## src/rtl/acv_pkg.sv

```systemverilog
`timescale 1ns / 1ps

package acv_pkg;

  // Request kinds carried in tuser of the input channel.
  localparam logic [1:0] REQ_LOAD  = 2'd0;
  localparam logic [1:0] REQ_PUSH  = 2'd1;
  localparam logic [1:0] REQ_EVAL  = 2'd2;
  localparam logic [1:0] REQ_SPARE = 2'd3;

  // Result status codes.
  localparam logic [1:0] STAT_OK         = 2'd0;
  localparam logic [1:0] STAT_NOT_LOADED = 2'd1;
  localparam logic [1:0] STAT_SAT        = 2'd2;

  // Configuration register indexes.
  localparam logic CFG_LAGS = 1'b0;
  localparam logic CFG_NORM = 1'b1;

  localparam logic [8:0]  LAGS_RESET = 9'd200;
  localparam logic [23:0] NORM_RESET = 24'd65536;
  localparam logic [30:0] ONE_Q30    = 31'h4000_0000;

  // Datapath word widths.
  localparam int SQ_W  = 96;   // |a|^2
  localparam int NUM_W = 120;  // dividend
  localparam int DEN_W = 62;   // divisor
  localparam int Q_W   = 32;   // quotient bits

  typedef enum logic [4:0] {
    OP_NOP, OP_M2_R, OP_M2_I, OP_M2_SUM, OP_LD, OP_CC, OP_DEN1, OP_P0, OP_P1, OP_A,
    OP_Z_SQ, OP_Z_X, OP_Z_NUM, OP_S_LL, OP_S_LH, OP_S_HH, OP_S_SQ,
    OP_N0, OP_N1, OP_N2, OP_N3, OP_N4, OP_DEN, OP_DIV_INIT, OP_DIV_STEP, OP_ACC, OP_WAIT
  } dp_op_t;

  typedef enum logic [1:0] {
    ST_IDLE, ST_RUN, ST_OUT
  } ctl_state_t;

  typedef struct packed {
    dp_op_t op;
    logic   accept;
    logic   out_load;
    logic   out_nl;
  } dp_cmd_t;

  typedef struct packed {
    logic loaded;
    logic lags_zero;
    logic m2_zero;
    logic last_lag;
  } dp_status_t;

endpackage

```

## src/rtl/acv_ctrl.sv

```systemverilog
`timescale 1ns / 1ps

module acv_ctrl (
  input  logic                clk,
  input  logic                rst_n,
  input  logic                in_tvalid,
  output logic                in_tready,
  input  logic [1:0]          in_req,
  output logic                out_tvalid,
  input  logic                out_tready,
  input  acv_pkg::dp_status_t status,
  output acv_pkg::dp_cmd_t    cmd
);
  import acv_pkg::*;

  ctl_state_t state_r, state_nxt;
  dp_op_t     op_r, op_nxt;
  logic [4:0] div_cnt_r, div_cnt_nxt;
  logic       out_valid_r, out_valid_nxt;
  logic       nl_r, nl_nxt;

  always_ff @(posedge clk) begin
    if (!rst_n) begin
      state_r     <= ST_IDLE;
      op_r        <= OP_NOP;
      div_cnt_r   <= '0;
      out_valid_r <= 1'b0;
      nl_r        <= 1'b0;
    end else begin
      state_r     <= state_nxt;
      op_r        <= op_nxt;
      div_cnt_r   <= div_cnt_nxt;
      out_valid_r <= out_valid_nxt;
      nl_r        <= nl_nxt;
    end
  end

  assign in_tready  = (state_r == ST_IDLE);
  assign out_tvalid = out_valid_r;

  always_comb begin
    state_nxt     = state_r;
    op_nxt        = op_r;
    div_cnt_nxt   = div_cnt_r;
    nl_nxt        = nl_r;
    out_valid_nxt = out_valid_r && !out_tready;
    cmd.op        = OP_NOP;
    cmd.accept    = 1'b0;
    cmd.out_load  = 1'b0;
    cmd.out_nl    = nl_r;

    unique case (state_r)
      ST_IDLE: begin
        cmd.accept = in_tvalid;
        if (in_tvalid && in_req == REQ_EVAL) begin
          if (status.loaded) begin
            state_nxt = ST_RUN;
            op_nxt    = OP_M2_R;
            nl_nxt    = 1'b0;
          end else begin
            state_nxt = ST_OUT;
            nl_nxt    = 1'b1;
          end
        end
      end
      ST_RUN: begin
        cmd.op = op_r;
        unique case (op_r)
          OP_M2_R:   op_nxt = OP_M2_I;
          OP_M2_I:   op_nxt = OP_M2_SUM;
          OP_M2_SUM: begin
            if (status.lags_zero) begin
              state_nxt = ST_OUT;
            end else begin
              op_nxt = OP_LD;
            end
          end
          OP_LD:     op_nxt = OP_CC;
          OP_CC:     op_nxt = OP_DEN1;
          OP_DEN1:   op_nxt = OP_P0;
          OP_P0:     op_nxt = OP_P1;
          OP_P1:     op_nxt = OP_A;
          OP_A:      op_nxt = status.m2_zero ? OP_Z_SQ : OP_S_LL;
          OP_Z_SQ:   op_nxt = OP_Z_X;
          OP_Z_X:    op_nxt = OP_Z_NUM;
          OP_Z_NUM:  op_nxt = OP_DIV_INIT;
          OP_S_LL:   op_nxt = OP_S_LH;
          OP_S_LH:   op_nxt = OP_S_HH;
          OP_S_HH:   op_nxt = OP_S_SQ;
          OP_S_SQ:   op_nxt = OP_N0;
          OP_N0:     op_nxt = OP_N1;
          OP_N1:     op_nxt = OP_N2;
          OP_N2:     op_nxt = OP_N3;
          OP_N3:     op_nxt = OP_N4;
          OP_N4:     op_nxt = OP_DEN;
          OP_DEN:    op_nxt = OP_DIV_INIT;
          OP_DIV_INIT: begin
            op_nxt      = OP_DIV_STEP;
            div_cnt_nxt = '0;
          end
          OP_DIV_STEP: begin
            div_cnt_nxt = div_cnt_r + 5'd1;
            if (div_cnt_r == 5'(Q_W - 1)) begin
              op_nxt = OP_ACC;
            end
          end
          OP_ACC: begin
            if (status.last_lag) begin
              state_nxt = ST_OUT;
            end else begin
              op_nxt = OP_WAIT;
            end
          end
          // The OP_WAIT state lets the memories return the next lag's words.
          OP_WAIT:   op_nxt = OP_LD;
          default:   state_nxt = ST_IDLE;
        endcase
      end
      ST_OUT: begin
        if (!out_valid_r || out_tready) begin
          cmd.out_load  = 1'b1;
          out_valid_nxt = 1'b1;
          state_nxt     = ST_IDLE;
        end
      end
      default: state_nxt = ST_IDLE;
    endcase
  end

endmodule

```

## config.mk

```make
export PLATFORM = sky130hd
export DESIGN_NAME = acv_ctrl
export DESIGN_NICKNAME = d
export VERILOG_FILES = /design/src/rtl/acv_pkg.sv /design/src/rtl/acv_ctrl.sv
export SDC_FILE = /design/constraint.sdc
export NUM_CORES = 1
export LEC_CHECK = 0
export BUFFER_PORTS_ARGS = -buffer_cell sky130_fd_sc_hd__buf_2
export CORE_ASPECT_RATIO = 0.9
export CORE_MARGIN = 5
export CORE_UTILIZATION = 55
export DETAILED_ROUTE_END_ITERATION = 10
export PLACE_DENSITY_LB_ADDON = 0.12
export SETUP_SLACK_MARGIN = 0.15
export SYNTH_ARGS = -nofsm -noshare
export SYNTH_HDL_FRONTEND = slang
export SYNTH_SLANG_ARGS = --single-unit
```

## constraint.sdc

```tcl
create_clock -name clk -period 2.1 [get_ports clk]
set_clock_uncertainty 0.15 [all_clocks]
set_input_delay 0.21 -clock clk [delete_from_list [all_inputs] [get_ports clk]]
set_output_delay 0.21 -clock clk [all_outputs]
set_load 0.02 [all_outputs]
```

==> reports/qor.csv <==
stage,metric,value,unit
routing,drt initial violations,56,
worst_setup_path,crit end category,flop,
cts,TritonCTS clock tree,built,
cts,CTS Root Buffer Type,clkbuf_4,
synth,synthesized area per cell,7.88,sq um
grt,first-pass GRT wire length,5150,um
synth,Seq cells post-synth,14,
floorplanning,I/O pin count,20,
place,Buffers on Ports,19,
routing,DRT Pass-1 Iters,4,
routing,# DRC,0,
finish,P&R area growth vs syn,22.4,%
synth,synthesized area,1130,sq um
pwr,Peak VDD IR,0.000313,V
sta,Max Slew Vio Count,0,
sta,setup TNS,0,ps
worst_setup_path,CP max FO,5,
finish,fin cells,197,
cts,CTS Sinks,14,
synth,synth warn,0,
floorplanning,standard-cell rows,15,
sta,Tcrit/Tclk final,93.0,%
run,max_cap viols,0,
routing,Routed WL,3100,um
grt,global-route usage over all layers,21.5,%
cts,cts bufs inserted,3,
status,outcome,"complete, no violations",
synth,"FFs w/ async S/R, synth",0,%
routing,Final ANT Viol Nets,0,
synth,Synth Net Count,156,
worst_hold_path,hold wc startpoint,rst_n,
synth,"Seq/Total Area, Yosys",24.7,%
cts,clock latency on the worst-skew pair,270,ps
worst_hold_path,hold depth,2,
finish,diode count,0,
pwr,PwrDens,342,nW/um^2
floorplanning,Core Area,1930,sq um
cts,Longest Clk Path Bufs,2,
floorplanning,Die Ht,53.1,um
finish,fill cell count,151,
cts,"Reg clk slew, reported paths",80,ps
worst_setup_path,worst reg-to-reg path cell count,8,
worst_setup_path,critical path type,reg -> reg,
grt,vias in the first global route,1150,
floorplanning,Die W,57.9,um
pwr,Final Total Pwr,475,uW
grt,initial antenna violation count,0,
cts,# H-tree levels,1,
sta,Max Clock Freq,0.512,GHz
sta,relative slew slack,68.7,%
finish,Final #Nets,186,
worst_setup_path,Critical Path Source,div_cnt_r[1],
place,Placed Instance Area,1270,sq um
worst_setup_path,Arrival @ worst endpoint,2000,ps
grt,global route overflow,0,
sta,Worst Tran Pin Value,470,ps
routing,Via Count,1229,
synth,library cells used by synthesis,51,
worst_hold_path,Hold Path Class,in -> reg,
routing,DR WL/cell,15.7,um
synth,Post-synth EDFFs,0,
floorplanning,Initial Utilization,58.7,%
place,GPL Wtd Cong,0.937,
routing,vias per cell,6.24,
place,final HPWL from detailed placement,2160,um
sta,# setup viols final,0,
floorplanning,Die ar.,3070,sq um
sta,RSZ-0062 raised after global routing,true,
pwr,LEAKAGE,0.517,nW
finish,fin util,71.8,%
finish,layout cells sized above 1,37.2,%
worst_setup_path,CP Data Required Time,2150,ps
worst_setup_path,crit start category,flop,
sta,number of hold violations in the final report,0,
grt,largest net degree at the start of global routing,15,
sta,Final min period,1950,ps
place,DP Cell Count,187,
synth,Post-synth top flop,dfxtp_1,
synth,Post-Syn Instances,144,
finish,Finished Cell Area,1390,sq um
worst_setup_path,RR Startpoint,div_cnt_r[1],
-- flip-flops by register name (all words and copies together), names as in the netlist --
register / flops
op_r: 5
out_tvalid: 1
nl_r: 1
state_r: 2
div_cnt_r: 5
-- final timing paths --
check                 endpoint  slack (ps)
setup / recovery       op_r[2]         150
hold / removal    div_cnt_r[2]         100
setup reg to reg       op_r[2]         150
hold reg to reg   div_cnt_r[4]         360
-- cell type report --
| cell class | count | area [sq um] | area share, % |
|---|---|---|---|
| multi-input combinational | 113 | 796 | 57.3 |
| sequential | 14 | 287 | 20.6 |
| timing repair buffer | 37 | 234 | 16.8 |
| tap | 25 | 31.3 | 2.25 |
| clock buffer | 3 | 22.5 | 1.62 |
| inverter | 5 | 18.8 | 1.35 |
-- stage by stage --
stage | worst slack, ps | hold WS [ps]
global placement | 94.0 | 312
detailed placement | 28.3 | 322
global route | 44.0 | 100
floorplan | 185 | 290
finish | 147 | 102
CTS | 116 | 90.0
-- where the power goes --
part | total (mW) | switching (mW) | internal [mW] | leakage, nW
sequential | 0.272 | 0.00419 | 0.268 | 0.116
combinational | 0.0559 | 0.0323 | 0.0236 | 0.388
clock | 0.147 | 0.0806 | 0.0664 | 0.0138
-- Yosys cell counts, types with 4 or more instances --
| library cell | n | share of area, % |
|---|---|---|
| dfxtp_1 | 14 | 25 |
| nor3_1 | 13 | 5.7 |
| nand2_1 | 9 | 3.0 |
| nor2_1 | 9 | 3.0 |
| a21oi_1 | 7 | 3.1 |
| buf_6 | 6 | 6.0 |
| o21ai_0 | 6 | 2.6 |
| and2_1 | 5 | 2.8 |
| nand2b_1 | 5 | 2.8 |
| nand3_1 | 5 | 2.2 |
| inv_1 | 4 | 1.3 |
| nor2b_1 | 4 | 2.2 |
| o211ai_1 | 4 | 2.6 |
-- timing repair --
| action | in CTS | in global routing |
|---|---|---|
| hold buffers | 0 | 0 |
| endpoints found under the hold margin | 0 | 0 |
| gates resized for setup | 2 | 11 |
| pin swaps | 2 | 1 |
| setup endpoints to repair | 3 | 11 |
| setup buffers | 4 | 3 |
-- worst max-delay path, stage by stage (launching register included) --
cell and delay [ps]:
dfxtp_2 350, ha_4 140, and3_4 190, ha_4 120
nor3_2 40, nor3_4 170, o221ai_4 160, or4_1 420
a31oi_1 130
-- placed cells by master (no fill, tap or decap), drive strengths merged, types with 3 or more instances in the layout --
master / synthesis / routed
buf: 9 / 37
nor3: 14 / 14
dfxtp: 14 / 14
nor2: 10 / 10
nand2: 9 / 9
a21oi: 9 / 9
o21ai: 8 / 8
nand2b: 5 / 5
nand3: 5 / 5
and2: 5 / 5
o211ai: 4 / 4
inv: 4 / 4
nor2b: 4 / 4
a31oi: 3 / 3
a21boi: 3 / 3
o21a: 3 / 3
nor3b: 3 / 3
clkbuf: 3 / 3
a22o: 3 / 3
-- cell families (layout without fill, tap and decap cells) --
logic type | count (synthesis) | in the layout | share of synthesized area [%]
buffers and inverters | 17 | 45 | 10.4
muxes | 1 | 1 | 0.992
DFF | 14 | 14 | 24.7
adders and majority gates | 2 | 2 | 2.20
and+or+nand+nor | 66 | 66 | 33.0
AOI/OAI and AO/OA | 44 | 44 | 28.8
-- routing by layer --
| layer | vias to the layer above | part of all wire, % | track usage [%] |
|---|---|---|---|
| li1 | 589 | - | - |
| met1 | 571 | 45 | 29.2 |
| met2 | 67 | 46 | 35.3 |
| met3 | 2 | 7.9 | 3.90 |
| met4 | 0 | 0.32 | 5.02 |
| met5 | - | 0 | 0 |
No activity file was read; power rests on OpenSTA's default activity.
